<file path="config.mk">
export PLATFORM = sky130hd
export DESIGN_NAME = frcp_geom_flat
export DESIGN_NICKNAME = d
export VERILOG_FILES = /design/src/rtl/frcp_pkg.sv /design/src/rtl/frcp_if.sv /design/src/rtl/frcp_geom.sv /design/src/flat_wrapper.sv
export SDC_FILE = /design/constraint.sdc
export NUM_CORES = 2
export LEC_CHECK = 0
export ABC_CLOCK_PERIOD_IN_PS = 7800
export BUFFER_PORTS_ARGS = -buffer_cell sky130_fd_sc_hd__buf_2
export CORE_MARGIN = 1.5
export CORE_UTILIZATION = 58
export CTS_BUF_LIST = sky130_fd_sc_hd__clkbuf_16
export CTS_CLUSTER_SIZE = 20
export DETAILED_ROUTE_END_ITERATION = 12
export GPL_ROUTABILITY_DRIVEN = 0
export PLACE_DENSITY = 0.76
export SKIP_LAST_GASP = 1
export SLEW_MARGIN = 20
export SYNTH_ARGS = -nofsm -noshare
export SYNTH_HDL_FRONTEND = slang
export SYNTH_SLANG_ARGS = --single-unit
</file>
<file path="constraint.sdc">
create_clock -name clk -period 7.8 [get_ports clk]
set_clock_uncertainty 0.2 [all_clocks]
set_input_delay 1.17 -clock clk [delete_from_list [all_inputs] [get_ports clk]]
set_output_delay 1.17 -clock clk [all_outputs]
set_load 0.05 [all_outputs]
</file>
<file path="src/rtl/frcp_pkg.sv">
// Shared constants, payload types and the quarter-wave trig table of the chirp rotator.
package frcp_pkg;

  // Image geometry
  localparam int MAX_DIM_LOG2 = 12;
  localparam int LOG2_W       = 4;
  localparam int DIM_W        = MAX_DIM_LOG2;
  localparam int DIST_W       = DIM_W + 1;
  localparam int SQ_W         = 2 * DIM_W;

  // Phase and trig table
  localparam int PHASE_W      = 32;
  localparam int TRIG_LOG2    = 10;
  localparam int QIDX_W       = TRIG_LOG2 - 2;
  localparam int Q_ENT        = 1 << QIDX_W;
  localparam int TRIG_W       = 16;
  localparam int MAG_W        = TRIG_W - 1;
  localparam int FRAC_BITS    = 15;

  // Datapath
  localparam int SAMP_W       = 32;
  localparam int PROD_W       = SAMP_W + TRIG_W;
  localparam int SUM_W        = PROD_W + 1;
  localparam int SHIFT_W      = $clog2(FRAC_BITS + 2 * MAX_DIM_LOG2 + 1);

  localparam logic [63:0] Q30_ONE    = 64'd1073741824;
  localparam logic [63:0] TWO_PI_Q30 = 64'd6746518852;

  // Register map
  typedef enum logic [1:0] {
    CFG_PHASE_STEP = 2'd0,
    CFG_COLS_LOG2  = 2'd1,
    CFG_ROWS_LOG2  = 2'd2
  } cfg_idx_t;

  // Quadrant of the table index
  typedef enum logic [1:0] {
    QUAD_I   = 2'd0,
    QUAD_II  = 2'd1,
    QUAD_III = 2'd2,
    QUAD_IV  = 2'd3
  } quad_t;

  typedef struct packed {
    logic [LOG2_W-1:0] cl;
    logic [LOG2_W-1:0] rl;
  } dim_cfg_t;

  typedef struct packed {
    logic signed [SAMP_W-1:0] re;
    logic signed [SAMP_W-1:0] im;
  } cplx_t;

  // Geometry stage to trig stage
  typedef struct packed {
    logic [TRIG_LOG2-1:0] idx;
    cplx_t                smp;
  } geom_word_t;

  // Trig stage to rotation stage
  typedef struct packed {
    logic signed [TRIG_W-1:0] cs;
    logic signed [TRIG_W-1:0] sn;
    cplx_t                    smp;
  } trig_word_t;

  typedef struct packed {
    logic [MAG_W-1:0] c_mag;
    logic [MAG_W-1:0] s_mag;
  } trig_ent_t;

  typedef trig_ent_t [Q_ENT-1:0] trig_tab_t;

  // One minus t in Q30, floored at zero
  function automatic logic [63:0] q30_sub(input logic [63:0] t);
    return (t >= Q30_ONE) ? 64'd0 : Q30_ONE - t;
  endfunction

  // Round Q30 to Q15 magnitude, clamp to full scale
  function automatic logic [MAG_W-1:0] q15_mag(input logic [63:0] v);
    logic [63:0] m;
    m = (v + 64'd16384) >> FRAC_BITS;
    return (m > 64'((1 << MAG_W) - 1)) ? {MAG_W{1'b1}} : m[MAG_W-1:0];
  endfunction

  // Sine and cosine of one in-quadrant step by Horner Taylor series in Q30
  function automatic trig_ent_t trig_calc(input logic [QIDX_W-1:0] r);
    logic [63:0] x;
    logic [63:0] x2;
    logic [63:0] a;
    logic [63:0] s;
    logic [63:0] c;
    trig_ent_t   e;
    x  = (64'(r) * TWO_PI_Q30) >> TRIG_LOG2;
    x2 = (x * x) >> 30;

    a = q30_sub(((x2 * Q30_ONE) >> 30) / 64'd156);
    a = q30_sub(((x2 * a) >> 30) / 64'd110);
    a = q30_sub(((x2 * a) >> 30) / 64'd72);
    a = q30_sub(((x2 * a) >> 30) / 64'd42);
    a = q30_sub(((x2 * a) >> 30) / 64'd20);
    a = q30_sub(((x2 * a) >> 30) / 64'd6);
    s = (x * a) >> 30;

    a = q30_sub(((x2 * Q30_ONE) >> 30) / 64'd132);
    a = q30_sub(((x2 * a) >> 30) / 64'd90);
    a = q30_sub(((x2 * a) >> 30) / 64'd56);
    a = q30_sub(((x2 * a) >> 30) / 64'd30);
    a = q30_sub(((x2 * a) >> 30) / 64'd12);
    c = q30_sub(((x2 * a) >> 30) / 64'd2);

    e.c_mag = q15_mag(c);
    e.s_mag = q15_mag(s);
    return e;
  endfunction

  function automatic trig_tab_t build_trig_tab();
    trig_tab_t t;
    for (int i = 0; i < Q_ENT; i++) begin
      t[i] = trig_calc(QIDX_W'(i));
    end
    return t;
  endfunction

  // Quarter-wave magnitudes, worked out at elaboration
  localparam trig_tab_t TRIG_TAB = build_trig_tab();

endpackage

</file>
<file path="src/rtl/frcp_if.sv">
// Valid/ready channel interfaces for spectrum samples in and rotated samples out.
interface frcp_in_if;
  logic                                  valid;
  logic                                  ready;
  logic        [frcp_pkg::DIM_W-1:0]     col;
  logic        [frcp_pkg::DIM_W-1:0]     row;
  logic signed [frcp_pkg::SAMP_W-1:0]    re_in;
  logic signed [frcp_pkg::SAMP_W-1:0]    im_in;

  modport source (output valid, col, row, re_in, im_in, input ready);
  modport sink   (input valid, col, row, re_in, im_in, output ready);
endinterface


</file>
<file path="src/rtl/frcp_geom.sv">
// Four-stage geometry pipe: centred distances, squares, negated r^2, chirp phase index.
module frcp_geom (
  input  logic                             clk,
  input  logic                             rst_n,
  input  frcp_pkg::dim_cfg_t               dims,
  input  logic [frcp_pkg::PHASE_W-1:0]     phase_step,
  frcp_in_if.sink                          in_chan,
  output logic                             dn_valid,
  input  logic                             dn_ready,
  output frcp_pkg::geom_word_t             dn_word
);
  import frcp_pkg::*;

  localparam int NST = 4;

  logic [NST-1:0] v_r;
  logic [NST-1:0] en;
  logic [NST-1:0] v_prev;

  logic [DIM_W:0]              w_col;
  logic [DIM_W:0]              h_row;
  logic signed [DIST_W-1:0]    dx;
  logic signed [DIST_W-1:0]    dy;
  logic signed [2*DIST_W-1:0]  px;
  logic signed [2*DIST_W-1:0]  py;
  logic [PHASE_W-1:0]          nsq;
  logic [PHASE_W-1:0]          ph;

  logic signed [DIST_W-1:0]    dx_r;
  logic signed [DIST_W-1:0]    dy_r;
  logic [SQ_W-1:0]             sqx_r;
  logic [SQ_W-1:0]             sqy_r;
  logic [PHASE_W-1:0]          nsq_r;
  logic [TRIG_LOG2-1:0]        idx_r;
  cplx_t                       smp_r [NST];

  // Ripple enables back from the sink so bubbles collapse
  always_comb begin
    en[NST-1] = !v_r[NST-1] || dn_ready;
    for (int k = NST - 2; k >= 0; k--) begin
      en[k] = !v_r[k] || en[k+1];
    end
  end

  assign v_prev        = {v_r[NST-2:0], in_chan.valid};
  assign in_chan.ready = en[0];

  always_ff @(posedge clk) begin
    if (!rst_n) begin
      v_r <= '0;
    end else begin
      for (int k = 0; k < NST; k++) begin
        if (en[k]) begin
          v_r[k] <= v_prev[k];
        end
      end
    end
  end

  // Wrap position into the image and centre it
  always_comb begin
    w_col = (DIM_W + 1)'(1) << dims.cl;
    h_row = (DIM_W + 1)'(1) << dims.rl;
    dx = $signed({1'b0, in_chan.col & DIM_W'(w_col - 1'b1)})
       - $signed({1'b0, DIM_W'(w_col >> 1)});
    dy = $signed({1'b0, in_chan.row & DIM_W'(h_row - 1'b1)})
       - $signed({1'b0, DIM_W'(h_row >> 1)});
  end

  // Squares, negated squared radius, phase product
  always_comb begin
    px  = dx_r * dx_r;
    py  = dy_r * dy_r;
    nsq = PHASE_W'(0) - (PHASE_W'(sqx_r) + PHASE_W'(sqy_r));
    ph  = phase_step * nsq_r;
  end

  always_ff @(posedge clk) begin
    if (en[0]) begin
      dx_r      <= dx;
      dy_r      <= dy;
      smp_r[0]  <= '{re: in_chan.re_in, im: in_chan.im_in};
    end
    if (en[1]) begin
      sqx_r     <= SQ_W'($unsigned(px));
      sqy_r     <= SQ_W'($unsigned(py));
      smp_r[1]  <= smp_r[0];
    end
    if (en[2]) begin
      nsq_r     <= nsq;
      smp_r[2]  <= smp_r[1];
    end
    if (en[3]) begin
      idx_r     <= ph[PHASE_W-1 -: TRIG_LOG2];
      smp_r[3]  <= smp_r[2];
    end
  end

  assign dn_valid    = v_r[NST-1];
  assign dn_word.idx = idx_r;
  assign dn_word.smp = smp_r[NST-1];

endmodule

</file>
<file path="src/flat_wrapper.sv">
// flat-port wrapper written by rule: the top's interface ports become plain ports
module frcp_geom_flat import frcp_pkg::*;
  (clk, rst_n, dims, phase_step, dn_valid, dn_ready, dn_word, in_chan_valid, in_chan_col, in_chan_row, in_chan_re_in, in_chan_im_in, in_chan_ready);
  frcp_in_if in_chan_i ();
  input  logic clk;
  input  logic rst_n;
  input  frcp_pkg::dim_cfg_t dims;
  input  logic [frcp_pkg::PHASE_W-1:0] phase_step;
  output logic dn_valid;
  input  logic dn_ready;
  output frcp_pkg::geom_word_t dn_word;
  input wire logic [$bits(in_chan_i.valid)-1:0] in_chan_valid;
  input wire logic [$bits(in_chan_i.col)-1:0] in_chan_col;
  input wire logic [$bits(in_chan_i.row)-1:0] in_chan_row;
  input wire logic [$bits(in_chan_i.re_in)-1:0] in_chan_re_in;
  input wire logic [$bits(in_chan_i.im_in)-1:0] in_chan_im_in;
  output wire logic [$bits(in_chan_i.ready)-1:0] in_chan_ready;
  assign in_chan_i.valid = in_chan_valid;
  assign in_chan_i.col = in_chan_col;
  assign in_chan_i.row = in_chan_row;
  assign in_chan_i.re_in = in_chan_re_in;
  assign in_chan_i.im_in = in_chan_im_in;
  assign in_chan_ready = in_chan_i.ready;
  frcp_geom u_core (.clk(clk), .rst_n(rst_n), .dims(dims), .phase_step(phase_step), .in_chan(in_chan_i), .dn_valid(dn_valid), .dn_ready(dn_ready), .dn_word(dn_word));
endmodule
</file>
Word-level counts from Yosys, hierarchy flattened
Memories as Yosys holds them, arrays and structs flattened.
Index checks and enable logic that the tools add are counted.
{ "word_totals": {"reg_bits": 120, "ram_bits": 256, "input_bits": 132, "output_inout_bits": 76, "word_cells": 40, "n_memories": 1} }
{ "op_classes": {"add_sub_neg": 6, "multipliers": 3, "shift": 2, "muxes": 8, "n_bitwise": 2, "n_reduce_logical": 8} }
{ "mem_list": {"columns": ["name", "words", "width", "read_ports", "rd_clocked_by_memory_dff", "write_ports", "line_no", "rtl"], "rows": [
  ["u_core.smp_r", 4, 64, 4, 0, 4, "frcp_geom.sv:35", "cplx_t smp_r [NST];"]
]} }
{ "ops": {"columns": ["op", "count"], "rows": [
  ["13-bit by 13-bit multiplier with 24-bit output", 2],
  ["32-bit by 32-bit multiplier with 32-bit output", 1],
  ["1-bit by 32-bit subtractor with 32-bit output, first input constant", 1],
  ["1-bit by 4-bit left shift with 13-bit output, first input constant", 2],
  ["12-bit by 12-bit subtractor with 13-bit output", 2],
  ["24-bit by 24-bit adder with 25-bit output", 1],
  ["12-bit AND", 2],
  ["12-bit by 1-bit subtractor with 12-bit output, second input constant", 2],
  ["1-bit 2-to-1 mux", 8],
  ["1-bit logical NOT", 4],
  ["1-bit logical OR", 4]
]} }

Longest topological paths before layout
{ "logic_depth": {"word_depth": 7, "depth_mapped": 27, "ltp_nobuf": 25} }

Worst setup path after synthesis
OpenSTA, ideal clock, no wires.
{ "synth_timing": {"path_kind": "input to register", "start": "in phase_step[16] in the netlist's numbering", "end": "reg u_core.idx_r[6], data pin", "setup_ns": 0.258, "t_arrival_ns": 7.328, "t_required_ns": 7.342, "path_slack_ns": 0.014, "path_stages": 24, "n_path_buf": 1, "path_cell_list": "clkbuf_1 -> and2_1 -> fa_1 -> inv_1 -> fa_1 -> fa_1 -> fa_1 -> inv_1 -> fa_1 -> inv_1 -> fa_1 -> inv_1 -> fa_1 -> fa_1 -> ha_1 -> a21oi_1 -> nor2b_1 -> o21ai_0 -> o211ai_1 -> o311a_1 -> o21ai_0 -> o21bai_1 -> a211oi_1 -> nor2_1"} }
{ "synth_between": {"elab_chain_cells": 1} }
{ "synth_lines": {"columns": ["element", "line_no", "rtl"], "rows": [
  ["from (decl)", "flat_wrapper.sv:8", "input logic [frcp_pkg::PHASE_W-1:0] phase_step;"],
  ["32-bit by 32-bit multiplier with 32-bit output", "frcp_geom.sv:75", "ph = phase_step * nsq_r;"],
  ["via u_core.ph[28]", "frcp_geom.sv:27", "logic [PHASE_W-1:0] ph;"],
  ["to (signal assigned)", "frcp_geom.sv:94", "idx_r <= ph[PHASE_W-1 -: TRIG_LOG2];"],
  ["to (decl)", "frcp_geom.sv:34", "logic [TRIG_LOG2-1:0] idx_r;"]
]} }
The timed path passes the listed nets, and every way through them passes these cells.
A chain may end at the register's enable or synchronous reset.

Final worst setup path
{ "layout_timing": {"start": "reg u_core.nsq_r[7]", "end": "reg u_core.idx_r[9], data pin"} }
{ "layout_between": {"elab_chain_cells": 1} }
{ "layout_lines": {"columns": ["element", "line_no", "rtl"], "rows": [
  ["from (decl)", "frcp_geom.sv:33", "logic [PHASE_W-1:0] nsq_r;"],
  ["from (signal assigned)", "frcp_geom.sv:90", "nsq_r <= nsq;"],
  ["32-bit by 32-bit multiplier with 32-bit output", "frcp_geom.sv:75", null],
  ["via u_core.ph[31]", "frcp_geom.sv:27", null]
]} }
The timed path passes the listed nets, and every way through them passes these cells.

==> impl_metrics.json <==
{
  "final_antenna_net_count": 0,
  "avgSynthCellArea_um2": 11.0,
  "clockBufferDepth": 3,
  "syn_area_um2": 40400,
  "cp.arrival_ps": 7630,
  "finalWirelength_mm": 87.4,
  "yosysTopAreaCellShare_pct": 33.6,
  "wl_per_cell_um": 18.1,
  "grt_max_degree": 59,
  "coreArea_um2": 68700,
  "synth_edf_count": 370,
  "path_class": "reg2reg",
  "required_ps": 7910,
  "finalSetupViolations": 0,
  "drt_iter0_markers": 1550,
  "dpl-instance-area_um2": 42700,
  "dieArea_um2": 71200,
  "grt_pass1_vias": 27424,
  "ios": 208,
  "hpwlAfterDp_mm": 70.4,
  "start_kind": "register",
  "relSlewSlack_pct": 43.2,
  "gr-usage-all-layers_pct": 25.8,
  "dieWidth_um": 267,
  "clk_pin_slew_ps": 60,
  "antenna_found_initial": 2,
  "htree_levels": 2,
  "viasPerCell": 5.34,
  "yosysSeqAreaShare_pct": 27.7,
  "rsz0062_at_grt": "no",
  "vias": 25792,
  "nets": 4982,
  "whs_ps": 210,
  "ys.flop_type": "edfxtp_1",
  "cts_sinks": 374,
  "first_pass_iters": 5,
  "synthToLayoutAreaGrowth_pct": 8.95,
  "status": "finished, final reports clean",
  "postLayoutCellArea_um2": 44000,
  "report.final.slew_viol_count": 0,
  "tightest_slew_ps": 852,
  "synthArstFlopShare_pct": 0,
  "hp-class": "reg2reg",
  "yosysWarnings": 0,
  "maxCapViolCount": 0,
  "clock_latency_ps": 570,
  "cts-root-buf": "clkbuf_16",
  "netlist_instances": 3663,
  "cts_tree": "done",
  "overflow": 0,
  "rows": 96,
  "drc": 0,
  "finalCritPeriodShare_pct": 96.4,
  "end_kind": "register",
  "synth_area_leaders": "fa_1, edfxtp_1, ha_1",
  "ys_types": 83,
  "finalCriticalPeriod_ps": 7520,
  "fmax_ghz": 0.133,
  "die_h_um": 267,
  "hold_viol": 0,
  "io_buffers": 207,
  "cts_buffers": 38,
  "ys_seq_elements": 374,
  "worst-path-max-fanout": 11,
  "initial_utilization_pct": 58.8,
  "syn_nets": 4777,
  "layout-drive-gt1-share_pct": 10.1,
  "synth_area_leader_cell": "fa_1",
  "grt_pass1_wl_mm": 143
}
Yosys cell counts (all sizes together) (3+ instances only):
cell type / count
o21bai: 8
o21ai: 52
and2: 383
dfxtp: 4
inv: 706
a211o: 3
a21boi: 8
a21o: 18
a2111oi: 5
buf: 9
o211ai: 10
fa: 677
o22ai: 7
xor2: 44
or2: 8
a31oi: 11
nand3b: 4
nand3: 25
nand2b: 26
a31o: 3
ha: 305
nand2: 395
o21a: 9
nor3: 25
xnor2: 136
a211oi: 16
o311a: 4
nor2b: 33
edfxtp: 370
nand4: 11
and3: 20
o31ai: 5
or3: 6
nor2: 92
o221ai: 3
clkbuf: 123
a21oi: 62
timing repair:
| action | in CTS | in global routing |
|---|---|---|
| hold buffers | 0 | 0 |
| setup buffers | 0 | 2 |
| setup endpoints to repair | 0 | 3 |
| resized for setup | 0 | 1 |
state kept, by name, indices dropped and copies added, names as in the netlist:
signal and count:
u_core.sqx_r 23, u_core.dy_r 13, u_core.v_r 4, u_core.dx_r 13, u_core.sqy_r 23, u_core.idx_r 10, u_core.smp_r 256, u_core.nsq_r 32
through the flow:
stage          std cells  util [%]  setup TNS, ps  worst slack (ps)
6_report            4832      64.0              0               278
3_5_place_dp        4757      62.2          -1770              -369
4_1_cts             4826      64.0              0               202
3_3_place_gp        4757      62.2          -1750              -372
2_1_floorplan       3663         -              0              14.0
5_1_grt             4830      64.0              0              25.6
final timing paths:
check	from	endpoint	slack (ps)	depth (start not counted)
worst min register to register	u_core.smp_r[1][39]	u_core.smp_r[2][39]	210	0
worst max-delay path	u_core.nsq_r[7]	u_core.idx_r[9]	280	23
worst max register to register	u_core.nsq_r[7]	u_core.idx_r[9]	280	23
worst min-delay path	u_core.smp_r[1][39]	u_core.smp_r[2][39]	210	0
critical path, cell delays in order, from the launching register on:
cell and delay [ps]:
edfxtp_1 790, and2_1 240, fa_1 450, fa_1 510, fa_1 530, inv_1 50
fa_1 470, inv_1 50, fa_1 490, inv_1 50, fa_1 530, inv_1 50
fa_1 490, fa_1 410, ha_1 340, a21oi_1 140, nor2b_1 50, o21ai_0 160
o211ai_1 130, o311a_1 430, o211ai_1 250, a31oi_1 160, a21oi_1 210, xnor2_1 80
routing by layer:
metal	vias up	track usage, %	wire length (µm)	share of wire (%)
met5	-	0	0	0
met4	0	8.35	2770	3.2
met3	154	3.87	5570	6.4
met2	813	43.9	43200	49
met1	13031	34.2	35900	41
li1	11794	-	-	-
area by class of cell:
type | instances | area (µm²)
Multi-Input combinational cell | 2450 | 26000
Fill cell | 5425 | 24700
Sequential cell | 374 | 11200
Inverter | 706 | 2650
Timing Repair Buffer | 298 | 1780
Tap cell | 931 | 1160
Clock buffer | 38 | 951
Clock inverter | 31 | 274
Antenna cell | 4 | 10.0
logic make-up (layout without fill, tap and decap cells):
kind of cell / count (synthesis) / in the layout / synth area share, %
mux: 4 / 4 / 0.105
flops: 374 / 374 / 27.7
xor+xnor: 180 / 180 / 3.90
buf+inv: 839 / 1073 / 8.02
fa+ha+maj: 982 / 982 / 43.0
other cells: 0 / 4 / 0
compound gates: 243 / 243 / 4.11
simple gates: 1041 / 1041 / 13.1
cells in the final DEF (no fill, tap or decap), drive strengths merged, types with 20 or more instances in the layout:
cell	count
and3	20
a21oi	62
fa	677
buf	298
clkbuf	38
xor2	44
nand3	25
nand2b	26
and2	383
ha	305
nor2b	33
edfxtp	370
o21ai	52
xnor2	136
nor2	92
nor3	25
nand2	395
inv	714
Power is left out: the tool's default activity adds up to more than one toggle a clock period on the data nets, which glitch-free logic cannot reach.
